[src/infix_to_postfix_converter_macros.svh]
`ifndef INFIX_TO_POSTFIX_CONVERTER_MACROS_SVH
`define INFIX_TO_POSTFIX_CONVERTER_MACROS_SVH

// Antecedent implies consequent in the same cycle, sampled on clk, off in reset.
`define I2P_ASSERT_IMPLY(label, ante, cons) \
  label: assert property (@(posedge clk) disable iff (rst) (ante) |-> (cons)) \
    else $error("i2p: implication check failed");

// Expression must never hold outside reset.
`define I2P_ASSERT_NEVER(label, expr) \
  label: assert property (@(posedge clk) disable iff (rst) !(expr)) \
    else $error("i2p: forbidden condition seen");

`endif

[src/i2p_pkg.sv]
`default_nettype none

package i2p_pkg;

  localparam int STACK_DEPTH = 16;
  localparam int CNT_W       = $clog2(STACK_DEPTH + 1);
  localparam int ADDR_W      = $clog2(STACK_DEPTH);

  localparam logic [7:0] CH_NUL   = 8'h00;
  localparam logic [7:0] CH_PLUS  = 8'h2B;
  localparam logic [7:0] CH_MINUS = 8'h2D;
  localparam logic [7:0] CH_STAR  = 8'h2A;
  localparam logic [7:0] CH_SLASH = 8'h2F;
  localparam logic [7:0] CH_OPEN  = 8'h28;
  localparam logic [7:0] CH_CLOSE = 8'h29;
  localparam logic [7:0] CH_UP_A  = 8'h41;
  localparam logic [7:0] CH_UP_Z  = 8'h5A;
  localparam logic [7:0] CH_LO_A  = 8'h61;
  localparam logic [7:0] CH_LO_Z  = 8'h7A;
  localparam logic [7:0] CH_DIG_0 = 8'h30;
  localparam logic [7:0] CH_DIG_9 = 8'h39;

  localparam logic [1:0] RANK_NONE = 2'd0;
  localparam logic [1:0] RANK_ADD  = 2'd1;
  localparam logic [1:0] RANK_MUL  = 2'd2;

  typedef enum logic [2:0] {
    OP_NONE = 3'd0,
    OP_ADD  = 3'd1,
    OP_SUB  = 3'd2,
    OP_MUL  = 3'd3,
    OP_DIV  = 3'd4,
    OP_OPEN = 3'd5
  } op_code_t;

  typedef enum logic [2:0] {
    CLS_SKIP,
    CLS_OPERAND,
    CLS_OPEN,
    CLS_CLOSE,
    CLS_OPER,
    CLS_END
  } char_cls_t;

  typedef struct packed {
    logic              wr_en;
    logic [ADDR_W-1:0] wr_addr;
    op_code_t          wr_data;
    logic              rd_en;
    logic [ADDR_W-1:0] rd_addr;
  } mem_req_t;

  typedef struct packed {
    logic       valid;
    logic [7:0] ch;
    logic       last;
    logic       ovf;
  } emit_t;

  function automatic char_cls_t char_class(input logic [7:0] ch);
    char_cls_t c;
    c = CLS_SKIP;
    if (ch == CH_NUL) c = CLS_END;
    else if ((ch >= CH_UP_A && ch <= CH_UP_Z) || (ch >= CH_LO_A && ch <= CH_LO_Z) ||
             (ch >= CH_DIG_0 && ch <= CH_DIG_9)) c = CLS_OPERAND;
    else if (ch == CH_OPEN) c = CLS_OPEN;
    else if (ch == CH_CLOSE) c = CLS_CLOSE;
    else if (ch == CH_PLUS || ch == CH_MINUS || ch == CH_STAR || ch == CH_SLASH)
      c = CLS_OPER;
    return c;
  endfunction

  function automatic op_code_t op_of_char(input logic [7:0] ch);
    op_code_t op;
    op = OP_NONE;
    if (ch == CH_PLUS) op = OP_ADD;
    else if (ch == CH_MINUS) op = OP_SUB;
    else if (ch == CH_STAR) op = OP_MUL;
    else if (ch == CH_SLASH) op = OP_DIV;
    return op;
  endfunction

  function automatic logic [1:0] rank_of(input op_code_t op);
    logic [1:0] r;
    unique case (op)
      OP_ADD, OP_SUB: r = RANK_ADD;
      OP_MUL, OP_DIV: r = RANK_MUL;
      default:        r = RANK_NONE;
    endcase
    return r;
  endfunction

  function automatic logic [7:0] code_char(input op_code_t op);
    logic [7:0] ch;
    unique case (op)
      OP_ADD:  ch = CH_PLUS;
      OP_SUB:  ch = CH_MINUS;
      OP_MUL:  ch = CH_STAR;
      OP_DIV:  ch = CH_SLASH;
      OP_OPEN: ch = CH_OPEN;
      default: ch = CH_NUL;
    endcase
    return ch;
  endfunction

endpackage

`default_nettype wire

[src/i2p_char_if.sv]
`default_nettype none

interface i2p_char_if;
  logic       valid;
  logic       ready;
  logic [7:0] in_char;

  modport source (output valid, output in_char, input ready);
  modport sink   (input valid, input in_char, output ready);
endinterface

`default_nettype wire

[src/i2p_result_if.sv]
`default_nettype none

interface i2p_result_if;
  logic       valid;
  logic       ready;
  logic [7:0] out_char;
  logic       run_last;
  logic       overflow;

  modport source (output valid, output out_char, output run_last, output overflow,
                  input ready);
  modport sink   (input valid, input out_char, input run_last, input overflow,
                  output ready);
endinterface

`default_nettype wire

[src/i2p_stack_mem.sv]
`default_nettype none

module i2p_stack_mem (
  input  wire                clk,
  input  i2p_pkg::mem_req_t  req,
  output i2p_pkg::op_code_t  rd_data
);

  i2p_pkg::op_code_t store [i2p_pkg::STACK_DEPTH];

  always_ff @(posedge clk) begin
    if (req.wr_en) begin
      store[req.wr_addr] <= req.wr_data;
    end
    if (req.rd_en) begin
      rd_data <= store[req.rd_addr];
    end
  end

endmodule

`default_nettype wire

[src/i2p_ctrl.sv]
`default_nettype none

module i2p_ctrl (
  input  wire                           clk,
  input  wire                           rst,
  i2p_char_if.sink                      infix,
  input  wire                           out_free,
  input  i2p_pkg::op_code_t             rd_data,
  output i2p_pkg::mem_req_t             req,
  output i2p_pkg::emit_t                emit,
  output logic [i2p_pkg::CNT_W-1:0]     stack_level
);

  typedef enum logic [1:0] {
    S_IDLE,
    S_POP,
    S_TERM,
    S_FINISH
  } state_t;

  localparam logic [i2p_pkg::CNT_W-1:0] FULL = i2p_pkg::CNT_W'(i2p_pkg::STACK_DEPTH);
  localparam logic [i2p_pkg::CNT_W-1:0] ONE  = i2p_pkg::CNT_W'(1);
  localparam logic [i2p_pkg::CNT_W-1:0] TWO  = i2p_pkg::CNT_W'(2);

  state_t                     state, state_next;
  i2p_pkg::char_cls_t         kind, kind_next;
  i2p_pkg::op_code_t          code, code_next;
  logic [i2p_pkg::CNT_W-1:0]  count, count_next;
  logic                       ovf_seen, ovf_next;
  logic                       h_valid, h_valid_next;
  logic [7:0]                 h_char, h_char_next;
  logic                       h_ovf, h_ovf_next;

  logic                       accept;
  logic                       can_emit;
  logic                       pop_it;
  logic [i2p_pkg::CNT_W-1:0]  cnt_m1;
  logic [i2p_pkg::CNT_W-1:0]  cnt_m2;
  logic                       do_push;
  logic [i2p_pkg::CNT_W-1:0]  push_at;
  i2p_pkg::op_code_t          push_code;
  logic                       do_put;
  logic [7:0]                 put_char;
  logic                       put_ovf;

  assign infix.ready = (state == S_IDLE);
  assign accept      = infix.valid && (state == S_IDLE);
  assign can_emit    = !h_valid || out_free;
  assign cnt_m1      = count - ONE;
  assign cnt_m2      = count - TWO;
  assign stack_level = count;

  always_comb begin
    pop_it = 1'b0;
    unique case (kind)
      i2p_pkg::CLS_END:   pop_it = 1'b1;
      i2p_pkg::CLS_CLOSE: pop_it = (rd_data != i2p_pkg::OP_OPEN);
      i2p_pkg::CLS_OPER:  pop_it = (i2p_pkg::rank_of(rd_data) >= i2p_pkg::rank_of(code));
      default:            pop_it = 1'b0;
    endcase
  end

  always_comb begin
    state_next   = state;
    kind_next    = kind;
    code_next    = code;
    count_next   = count;
    ovf_next     = ovf_seen;
    h_valid_next = h_valid;
    h_char_next  = h_char;
    h_ovf_next   = h_ovf;
    req          = '0;
    emit         = '0;
    do_push      = 1'b0;
    push_at      = count;
    push_code    = code;
    do_put       = 1'b0;
    put_char     = i2p_pkg::CH_NUL;
    put_ovf      = 1'b0;

    unique case (state)
      S_IDLE: begin
        if (accept) begin
          kind_next = i2p_pkg::char_class(infix.in_char);
          code_next = i2p_pkg::op_of_char(infix.in_char);
          unique case (i2p_pkg::char_class(infix.in_char))
            i2p_pkg::CLS_OPERAND: begin
              do_put     = 1'b1;
              put_char   = infix.in_char;
              state_next = S_FINISH;
            end
            i2p_pkg::CLS_OPEN: begin
              do_push   = 1'b1;
              push_code = i2p_pkg::OP_OPEN;
            end
            i2p_pkg::CLS_END, i2p_pkg::CLS_CLOSE, i2p_pkg::CLS_OPER: begin
              if (count != '0) begin
                req.rd_en   = 1'b1;
                req.rd_addr = cnt_m1[i2p_pkg::ADDR_W-1:0];
                state_next  = S_POP;
              end else if (i2p_pkg::char_class(infix.in_char) == i2p_pkg::CLS_END) begin
                state_next = S_TERM;
              end else if (i2p_pkg::char_class(infix.in_char) == i2p_pkg::CLS_OPER) begin
                do_push   = 1'b1;
                push_code = i2p_pkg::op_of_char(infix.in_char);
              end
            end
            default: ;
          endcase
        end
      end
      S_POP: begin
        if (pop_it) begin
          if (can_emit) begin
            do_put     = 1'b1;
            put_char   = i2p_pkg::code_char(rd_data);
            count_next = cnt_m1;
            if (cnt_m1 != '0) begin
              // advance to the next entry down; data arrives next cycle
              req.rd_en   = 1'b1;
              req.rd_addr = cnt_m2[i2p_pkg::ADDR_W-1:0];
            end else if (kind == i2p_pkg::CLS_END) begin
              state_next = S_TERM;
            end else begin
              if (kind == i2p_pkg::CLS_OPER) begin
                do_push = 1'b1;
                push_at = cnt_m1;
              end
              state_next = S_FINISH;
            end
          end
        end else begin
          if (kind == i2p_pkg::CLS_CLOSE) begin
            // drop the matching open parenthesis
            count_next = cnt_m1;
          end else begin
            do_push = 1'b1;
          end
          state_next = S_FINISH;
        end
      end
      S_TERM: begin
        if (can_emit) begin
          do_put     = 1'b1;
          put_char   = i2p_pkg::CH_NUL;
          put_ovf    = ovf_seen;
          ovf_next   = 1'b0;
          state_next = S_FINISH;
        end
      end
      S_FINISH: begin
        if (!h_valid) begin
          state_next = S_IDLE;
        end else if (out_free) begin
          emit.valid   = 1'b1;
          emit.ch      = h_char;
          emit.ovf     = h_ovf;
          emit.last    = 1'b1;
          h_valid_next = 1'b0;
          state_next   = S_IDLE;
        end
      end
      default: state_next = S_IDLE;
    endcase

    // the held result goes out once a successor is known to exist
    if (do_put) begin
      if (h_valid) begin
        emit.valid = 1'b1;
        emit.ch    = h_char;
        emit.ovf   = h_ovf;
        emit.last  = 1'b0;
      end
      h_valid_next = 1'b1;
      h_char_next  = put_char;
      h_ovf_next   = put_ovf;
    end

    if (do_push) begin
      if (push_at == FULL) begin
        ovf_next = 1'b1;
      end else begin
        req.wr_en   = 1'b1;
        req.wr_addr = push_at[i2p_pkg::ADDR_W-1:0];
        req.wr_data = push_code;
        count_next  = push_at + ONE;
      end
    end
  end

  always_ff @(posedge clk) begin
    if (rst) begin
      state    <= S_IDLE;
      count    <= '0;
      ovf_seen <= 1'b0;
      h_valid  <= 1'b0;
      kind     <= i2p_pkg::CLS_SKIP;
      code     <= i2p_pkg::OP_NONE;
    end else begin
      state    <= state_next;
      count    <= count_next;
      ovf_seen <= ovf_next;
      h_valid  <= h_valid_next;
      kind     <= kind_next;
      code     <= code_next;
    end
    h_char <= h_char_next;
    h_ovf  <= h_ovf_next;
  end

endmodule

`default_nettype wire

[src/infix_to_postfix_converter.sv]
// Infix to postfix converter (shunting-yard), one ASCII character per request.
// Channel infix: valid/ready with in_char; code 0 ends the expression.
// Channel postfix: valid/ready with out_char, run_last and overflow. Letters and
// digits are echoed, operators come out in postfix order, and the end of an
// expression flushes the operator stack followed by a 0 terminator whose
// overflow bit reports any push dropped for a full stack since the last one.
// run_last marks the final result caused by each request.
// The operator stack sits in a synchronous memory, so a read returns its entry in
// the cycle after it is issued; a request that pops first reads the top entry,
// then emits each popped operator while it reads the entry below, an operand
// passes through S_FINISH, and an end of expression ends in S_TERM, which emits
// the 0 terminator.
// One request is worked on at a time; infix.ready is high only between requests.
// Results leave through an output register: a stalled receiver holds the current
// result and freezes the sequencer, while infix may still take the next request
// once the previous one has handed over its final result.
// Reset (rst, synchronous) empties the stack, clears the overflow flag and drops
// any pending result; no clearing pass is needed.
`default_nettype none

`include "infix_to_postfix_converter_macros.svh"

module infix_to_postfix_converter (
  input  wire          clk,
  input  wire          rst,
  i2p_char_if.sink     infix,
  i2p_result_if.source postfix
);

  i2p_pkg::mem_req_t              req;
  i2p_pkg::op_code_t              rd_data;
  i2p_pkg::emit_t                 emit;
  logic [i2p_pkg::CNT_W-1:0]      stack_level;

  logic                           out_valid;
  logic [7:0]                     out_char;
  logic                           out_last;
  logic                           out_ovf;
  logic                           out_free;

  assign out_free = !out_valid || postfix.ready;

  i2p_stack_mem u_mem (
    .clk     (clk),
    .req     (req),
    .rd_data (rd_data)
  );

  i2p_ctrl u_ctrl (
    .clk         (clk),
    .rst         (rst),
    .infix       (infix),
    .out_free    (out_free),
    .rd_data     (rd_data),
    .req         (req),
    .emit        (emit),
    .stack_level (stack_level)
  );

  always_ff @(posedge clk) begin
    if (rst) begin
      out_valid <= 1'b0;
    end else if (emit.valid) begin
      out_valid <= 1'b1;
    end else if (postfix.ready) begin
      out_valid <= 1'b0;
    end
    if (emit.valid) begin
      out_char <= emit.ch;
      out_last <= emit.last;
      out_ovf  <= emit.ovf;
    end
  end

  assign postfix.valid    = out_valid;
  assign postfix.out_char = out_char;
  assign postfix.run_last = out_last;
  assign postfix.overflow = out_ovf;

  `I2P_ASSERT_NEVER(a_stack_bound, stack_level > i2p_pkg::CNT_W'(i2p_pkg::STACK_DEPTH))
  `I2P_ASSERT_IMPLY(a_no_overrun, emit.valid, out_free)
  `I2P_ASSERT_IMPLY(a_ovf_on_term, postfix.valid && postfix.out_char != 8'd0, !postfix.overflow)
  `I2P_ASSERT_IMPLY(a_term_last, postfix.valid && postfix.out_char == 8'd0, postfix.run_last)

endmodule

`default_nettype wire

[src/flat_wrapper.sv]
// flat-port wrapper written by rule: the top's interface ports become plain ports
module infix_to_postfix_converter_flat 
  (clk, rst, infix_valid, infix_in_char, infix_ready, postfix_valid, postfix_out_char, postfix_run_last, postfix_overflow, postfix_ready);
  i2p_char_if infix_i ();
  i2p_result_if postfix_i ();
  input  wire clk;
  input  wire rst;
  input wire logic [$bits(infix_i.valid)-1:0] infix_valid;
  input wire logic [$bits(infix_i.in_char)-1:0] infix_in_char;
  output wire logic [$bits(infix_i.ready)-1:0] infix_ready;
  output wire logic [$bits(postfix_i.valid)-1:0] postfix_valid;
  output wire logic [$bits(postfix_i.out_char)-1:0] postfix_out_char;
  output wire logic [$bits(postfix_i.run_last)-1:0] postfix_run_last;
  output wire logic [$bits(postfix_i.overflow)-1:0] postfix_overflow;
  input wire logic [$bits(postfix_i.ready)-1:0] postfix_ready;
  assign infix_i.valid = infix_valid;
  assign infix_i.in_char = infix_in_char;
  assign infix_ready = infix_i.ready;
  assign postfix_valid = postfix_i.valid;
  assign postfix_out_char = postfix_i.out_char;
  assign postfix_run_last = postfix_i.run_last;
  assign postfix_overflow = postfix_i.overflow;
  assign postfix_i.ready = postfix_ready;
  infix_to_postfix_converter u_core (.clk(clk), .rst(rst), .infix(infix_i), .postfix(postfix_i));
endmodule
[config.mk]
export PLATFORM = sky130hd
export DESIGN_NAME = infix_to_postfix_converter_flat
export DESIGN_NICKNAME = d
export VERILOG_FILES = /design/src/i2p_pkg.sv /design/src/i2p_char_if.sv /design/src/i2p_result_if.sv /design/src/i2p_stack_mem.sv /design/src/i2p_ctrl.sv /design/src/infix_to_postfix_converter.sv /design/src/flat_wrapper.sv
export VERILOG_INCLUDE_DIRS = /design/src /design/src/src
export SDC_FILE = /design/constraint.sdc
export NUM_CORES = 1
export LEC_CHECK = 0
export BUFFER_PORTS_ARGS = -buffer_cell sky130_fd_sc_hd__buf_2
export CAP_MARGIN = 10
export CORE_ASPECT_RATIO = 2
export CORE_MARGIN = 5
export CORE_UTILIZATION = 57
export CTS_BUF_LIST = sky130_fd_sc_hd__clkbuf_8
export CTS_CLUSTER_DIAMETER = 120
export CTS_CLUSTER_SIZE = 16
export DETAILED_ROUTE_END_ITERATION = 8
export PLACE_DENSITY = 0.86
export SLEW_MARGIN = 20
export SYNTH_ARGS = -nofsm -noshare
export SYNTH_HDL_FRONTEND = slang
export SYNTH_HIERARCHICAL = 1
export SYNTH_SLANG_ARGS = --single-unit
[constraint.sdc]
create_clock -name clk -period 3.24 [get_ports clk]
set_input_delay 0.648 -clock clk [delete_from_list [all_inputs] [get_ports clk]]
set_output_delay 0.648 -clock clk [all_outputs]
set_load 0.03 [all_outputs]
==> results of run 1 <==
-- area by class of cell --
type / count / area (sq um) / share of cell area
inverter: 14 / 55.1 / 0.00922
clock inverter: 7 / 57.6 / 0.00964
clock buffer: 9 / 124 / 0.0208
timing repair buffer: 118 / 893 / 0.150
sequential: 86 / 2420 / 0.406
multi-input combinational: 270 / 2290 / 0.384
tap: 96 / 120 / 0.0201
-- what timing repair did --
item / in CTS / in global routing
gates resized for setup: 37 / 42
endpoints found under the setup margin: 99 / 114
buffers inserted: 28 / 11
gates cloned: 0 / 1
pin swaps: 14 / 23
-- placed cells by master, fill, tap and decap left out, types with 3 or more instances in the layout --
| cell | instances |
|---|---|
| nor2b_1 | 6 |
| buf_4 | 86 |
| nor3_1 | 10 |
| ha_1 | 10 |
| buf_2 | 23 |
| nor2_4 | 13 |
| buf_6 | 6 |
| nand3_1 | 7 |
| edfxtp_1 | 70 |
| and3_1 | 14 |
| nand2b_4 | 4 |
| nor2_1 | 30 |
| a22oi_2 | 3 |
| clkinv_1 | 3 |
| dfxtp_1 | 15 |
| mux4_2 | 6 |
| a211oi_1 | 3 |
| nand2_2 | 5 |
| inv_1 | 15 |
| nand2_1 | 27 |
| o21ai_0 | 4 |
| xor2_1 | 4 |
| nand3b_1 | 4 |
| clkbuf_8 | 9 |
| a21oi_2 | 4 |
| mux4_1 | 6 |
| nor3_4 | 4 |
| a31oi_1 | 3 |
| and2_1 | 5 |
| xnor2_1 | 5 |
| nand2b_1 | 5 |
| nor2_2 | 6 |
| o22ai_1 | 5 |
| a211oi_2 | 3 |
| a21oi_1 | 14 |
| nand3_2 | 6 |
-- worst max-delay path, cell delays in order, from the launching register on --
cell	delay, ps
edfxtp_1	500
xor2_1	240
nand2b_1	110
ha_1	290
nand2b_4	130
a21oi_4	50
nand4b_1	340
nor2_1	200
a21oi_2	60
ha_2	190
nand2_2	70
a21o_1	170
o21ai_4	110
inv_4	60
or3b_4	440
nor3_4	260
-- per-layer routing --
layer  up-vias  wire length (um)  global-route usage
met5         -                 0                   0
met4         0              1060               0.182
met3       101              1010              0.0572
met2       267              7020               0.441
met1      1909              4660               0.320
li1       1672                 -                   -
-- registers in the layout, summed over array words and instances, names as in the netlist, 2 cells and up --
| signal | flops |
|---|---|
| u_core/postfix.out_char | 8 |
| u_core/u_ctrl/code | 3 |
| u_core/u_ctrl/h_char | 8 |
| u_core/u_ctrl/kind | 3 |
| u_core/u_ctrl/stack_level | 5 |
| u_core/u_ctrl/state | 2 |
| u_core/u_mem/rd_data | 3 |
| u_core/u_mem/store | 48 |
-- power by group --
part / internal (uW) / switching [uW]
Combinational: 679 / 973
Sequential: 1340 / 82.6
Clock: 345 / 379
-- worst min path at each step --
stage,start,end,slack [ps]
floorplan,u_core/u_ctrl/ovf_seen,u_core/u_ctrl/ovf_seen,450
global placement,u_core/u_ctrl/ovf_seen,u_core/u_ctrl/ovf_seen,470
detailed placement,u_core/u_ctrl/ovf_seen,u_core/u_ctrl/ovf_seen,480
CTS,u_core/u_ctrl/ovf_seen,u_core/u_ctrl/ovf_seen,500
global route,u_core/u_ctrl/kind[2],u_core/u_ctrl/kind[2],580
finish,u_core/u_ctrl/kind[2],u_core/u_ctrl/kind[2],550
-- cells by family after synthesis --
| logic type | Yosys count | synth area share |
|---|---|---|
| multiplexers | 16 | 0.0785 |
| flip-flops | 86 | 0.537 |
| XOR/XNOR | 11 | 0.0230 |
| AO/OA/AOI/OAI | 67 | 0.107 |
| adder cells (fa/ha/maj) | 12 | 0.0333 |
| AND/OR/NAND/NOR | 163 | 0.191 |
| buffers and inverters | 27 | 0.0297 |
| other | 1 | 0.000831 |
-- per-stage QoR --
stage / util / cell area, sq um / hold WS [ps]
floorplan: - / 4540 / 446
global placement: 0.659 / 5160 / 474
detailed placement: 0.659 / 5160 / 484
CTS: 0.729 / 5710 / 504
global route: 0.762 / 5970 / 579
finish: 0.762 / 5970 / 550
==> run summary, run 1 <==
Status: finished with violations
Failing checks: setup timing
Cell area after synthesis: 4510 sq um
Die Y: 136 um
RSZ-0062 raised after global routing: yes
Vias per inst: 6.58
Seq/Total Area, Yosys: 0.537
Final Critical Period: 3560 ps
Top cells by area, synth: edfxtp_1 (47%), dfxtp_1 (7.1%), mux4_1 (4.7%), nor2_1 (4.1%), ha_1 (3.3%)
Layout Cells excl Fill: 600
Critical path class: register to register
Worst slew pin tran: 642 ps
Top-area cell type share of the netlist area: 0.466
First-pass GRT wire length: 20000 um
Worst-path fanout max: 5
Clock transition at path regs: 90 ps
Leak: 0.00234 uW
Routed via count: 3949
Slew margin rel.: 0.571
Clock sink total: 86
EDFF count, synth: 70
Initial antenna violation count: 0
Clock Skew: 16.8 ps
Crit end category: register
Power per cell area: 636 nW/um^2
Core Area: 7830 sq um
R2r endpoint: u_core/u_mem/store[0][1]
Clock latency at the later pin of the worst-skew pair: 370 ps
Fmax: 281 MHz
Worst path required time: 3280 ps
HP Class: register to register
Worst reg2reg path startpoint: u_core/u_mem/rd_data[0]
Site row count: 46
Max Slew Vio Count: 0
Fin crit share: 1.10
Gpl congestion: 1.02
Post-synthesis cell type count: 72
Crit start category: register
Syn Inst Count: 383
IR drop worst, VDD: 0.443 mV
Pre-CTS setup slack: -304 ps
CTS Buffer Depth: 2
Post-layout nets: 523
Synthesis Warnings: 6
1st-pass router iterations: 7
HPWL after DPL: 7630 um
Die width: 72.9 um
Die ar.: 9900 sq um
Syn Nets: 407
Top FF cell, synth: edfxtp_1
Root buffer cell: clkbuf_8
Port Buffers: 23
Top cells by count, synth: edfxtp_1 (70), nor2_1 (49), nand2_1 (31), a21oi_1 (18), dfxtp_1 (16)
Worst R2R Setup Slack: -320 ps
Area delta synth->final: 32.3%
FF+latch count, synth: 86
Worst Setup SP: u_core/u_mem/rd_data[0]
Pin count of the biggest net entering global routing: 18
Layout cells sized above 1: 0.413
Starting density of the core: 0.576
Worst path arrival time: 3600 ps
GRT Util Overall: 0.273
Final Hold Viols: 0
TritonCTS clock tree: built
Final TNS setup: -13690 ps
Avg Inst Size Synth: 11.8 sq um
Fillers: 445
Most frequent cell after synthesis: edfxtp_1
Async set-reset flop share out of synthesis: 0
CP Capture Point: u_core/u_mem/store[0][1]
Starting DRT DRC Count: 410
Placed insts: 549
Vias in the first global route: 3866
Setup ws final: -316 ps
IO Count: 24
CTS Hold Bufs: 0
DR WL/cell: 22.9 um
# diodes: 0
Max Cap Violations: 0
Total grt overflow: 0
Path depth of the worst reg2reg path: 15
Area leader, netlist: edfxtp_1
Residual DRC count: 0
Total power: 3800 uW
Num CTS Buffers: 9
Antenna viol nets, final: 0
Finish-stage setup viols: 83
Drt total wl: 13800 um
H-tree Lvls: 3
Hold Path Stages: 2
No activity file was read; power rests on OpenSTA's default activity.
==> run 2: changes to the inputs <==
--- a/config.mk
+++ b/config.mk
@@ -15,7 +15,7 @@
 export CTS_CLUSTER_DIAMETER = 120
 export CTS_CLUSTER_SIZE = 16
 export DETAILED_ROUTE_END_ITERATION = 8
-export PLACE_DENSITY = 0.86
+export PLACE_DENSITY = 0.78
 export SLEW_MARGIN = 20
 export SYNTH_ARGS = -nofsm -noshare
 export SYNTH_HDL_FRONTEND = slang
==> run summary, run 2 (synthesis gave the netlist of run 1 again) <==
Status: finished with violations
Failing checks: setup timing
Hold Path Stages: 2 (unchanged)
Min-Delay Endpoint: u_core/u_ctrl/ovf_seen
Total grt overflow: 0 (unchanged)
Leak: 0.00220 uW (-5.8%)
Layout Cells excl Fill: 581 (-3.2%)
HPWL after DPL: 7700 um (+0.96%)
Final Util: 0.725 (-0.0372)
IO Count: 24 (unchanged)
Starting density of the core: 0.576 (unchanged)
Drt total wl: 11500 um (-17%)
Placed insts: 551 (+0.36%)
Final Critical Period: 3420 ps (-136 ps)
Largest registers: u_core/u_mem/store x48, u_core/postfix.out_char x8, u_core/u_ctrl/h_char x8
Clock Skew: 8.74 ps (-8.01 ps)
Num CTS Buffers: 9 (unchanged)
CTS Buffer Depth: 2 (unchanged)
Final Hold Viols: 0 (unchanged)
Fillers: 520 (+17%)
Max Cap Violations: 0 (unchanged)
H-tree Lvls: 3 (unchanged)
# diodes: 0 (unchanged)
Crit end category: register
TritonCTS clock tree: built
Most flop-heavy register: u_core/u_mem/store
1st-pass router iterations: 6 (-1)
First-pass GRT wire length: 17800 um (-11%)
Site row count: 46 (unchanged)
Worst reg2reg path startpoint: u_core/u_mem/rd_data[0]
Slew margin rel.: 0.662 (+0.0911)
Clock latency at the later pin of the worst-skew pair: 350 ps (-20 ps)
Hold path startpoint: u_core/u_ctrl/ovf_seen
Largest register FFs: 48 (unchanged)
Worst path arrival time: 3490 ps (-110 ps)
Die Y: 136 um (unchanged)
HP Class: register to register
Finish-stage setup viols: 70 (-16%)
Power per cell area: 629 nW/um^2 (-1.2%)
R2r endpoint: u_core/u_mem/store[4][0]
DR WL/cell: 19.7 um (-14%)
Crit start category: register
CTS Hold Bufs: 0 (unchanged)
Die width: 72.9 um (unchanged)
Fmax: 292 MHz (+4.0%)
Initial antenna violation count: 0 (unchanged)
Gpl congestion: 0.870 (-15%)
Max Slew Vio Count: 0 (unchanged)
Antenna viol nets, final: 0 (unchanged)
Port Buffers: 23 (unchanged)
Residual DRC count: 0 (unchanged)
Clock sink total: 86 (unchanged)
Root buffer cell: clkbuf_8
Fin crit share: 1.06 (-0.0418)
Routed via count: 3597 (-8.9%)
Area delta synth->final: 25.9%
Pre-CTS setup slack: -367 ps (-62.8 ps)
Die ar.: 9900 sq um (unchanged)
Critical path class: register to register
Worst-path fanout max: 6 (+1)
RSZ-0062 raised after global routing: yes
GRT Util Overall: 0.239 (-0.0336)
Pin count of the biggest net entering global routing: 18 (unchanged)
Worst path required time: 3310 ps (+30 ps)
Path depth of the worst reg2reg path: 16 (+1)
Commonest non-fill, non-tap cell in the layout: edfxtp_1
Worst R2R Setup Slack: -180 ps (+140 ps)
Worst slew pin tran: 501 ps (-141 ps)
Clock transition at path regs: 80 ps (about the same)
IR drop worst, VDD: 0.360 mV (-19%)
Post-layout nets: 504 (-3.6%)
Layout cells sized above 1: 0.363 (-0.0498)
Most frequent cells in the layout: edfxtp_1 (70), buf_4 (69), nor2_1 (33)
Vias in the first global route: 3584 (-7.3%)
Core Area: 7830 sq um (unchanged)
Setup ws final: -181 ps (+136 ps)
Total power: 3570 uW (-6.0%)
Vias per inst: 6.19 (-5.9%)
Starting DRT DRC Count: 468 (+14%)
[run 2: cell types whose count changed in the layout (fill, tap and decap cells not counted), sizes merged]
cell	delta
buf	-18
bufinv	-1
clkbuf	-1
clkinvlp	+1
[run 2: worst max-delay path by stage]
stage | start | end | slack (ps)
2_1_floorplan | postfix_ready | u_core/u_mem/store[0][0] | -50
3_3_place_gp | infix_in_char[1] | u_core/u_mem/rd_data[0] | -260
3_5_place_dp | u_core/u_mem/rd_data[0] | u_core/u_mem/store[10][0] | -370
4_1_cts | u_core/u_mem/rd_data[1] | u_core/u_mem/store[4][0] | -60
5_1_grt | u_core/u_mem/rd_data[0] | u_core/u_mem/store[8][1] | -310
6_report | u_core/u_mem/rd_data[0] | u_core/u_mem/store[4][0] | -180
[run 2: cell type report]
| type | count | area [sq um] | area share |
|---|---|---|---|
| Clock buffer | 9 | 124 | 0.0218 |
| Inverter | 14 | 55.1 | 0.00970 |
| Sequential cell | 86 | 2420 | 0.427 |
| Multi-Input combinational cell | 270 | 2180 | 0.384 |
| Clock inverter | 7 | 47.5 | 0.00838 |
| Tap cell | 96 | 120 | 0.0212 |
| Timing Repair Buffer | 99 | 729 | 0.128 |
[run 2: where the power goes]
group	internal, uW	total, uW	switching [uW]
combinational	643	1500	859
sequential	1340	1410	73.0
clock	280	657	378
total	2260	3570	1310
[run 2: stage by stage]
step | setup TNS, ps | cell area (sq um) | hold WS [ps]
2_1_floorplan | -713 | 4540 | 446
3_3_place_gp | -13920 | 5170 | 484
3_5_place_dp | -30530 | 5170 | 485
4_1_cts | -747 | 5610 | 507
5_1_grt | -17340 | 5680 | 529
6_report | -6720 | 5680 | 523
[run 2: metal layers]
layer  global-route usage  vias up  part of all wire
li1                     -     1630                 -
met1                0.289     1711              0.36
met2                0.408      205              0.53
met3               0.0364       51             0.075
met4                0.117        0             0.042
met5                    0        -                 0
[run 2: critical path, cell delays in order, from the launching register on]
cell	delay [ps]
edfxtp_1	440
xor2_1	220
nand2b_1	150
ha_4	310
nand2b_4	140
a21oi_2	60
nand4b_1	190
buf_6	170
xnor2_2	170
ha_2	210
nand2_2	60
a21o_1	200
o21ai_4	260
nor2_2	90
buf_6	160
nor3_2	150
buf_4	150
[run 2: timing repair]
action,4_1_cts,5_1_grt
setup endpoints to repair,97,103
pin swaps,12,6
buffers inserted,14,3
endpoints found under the hold margin,0,0
gates resized for setup,38,9
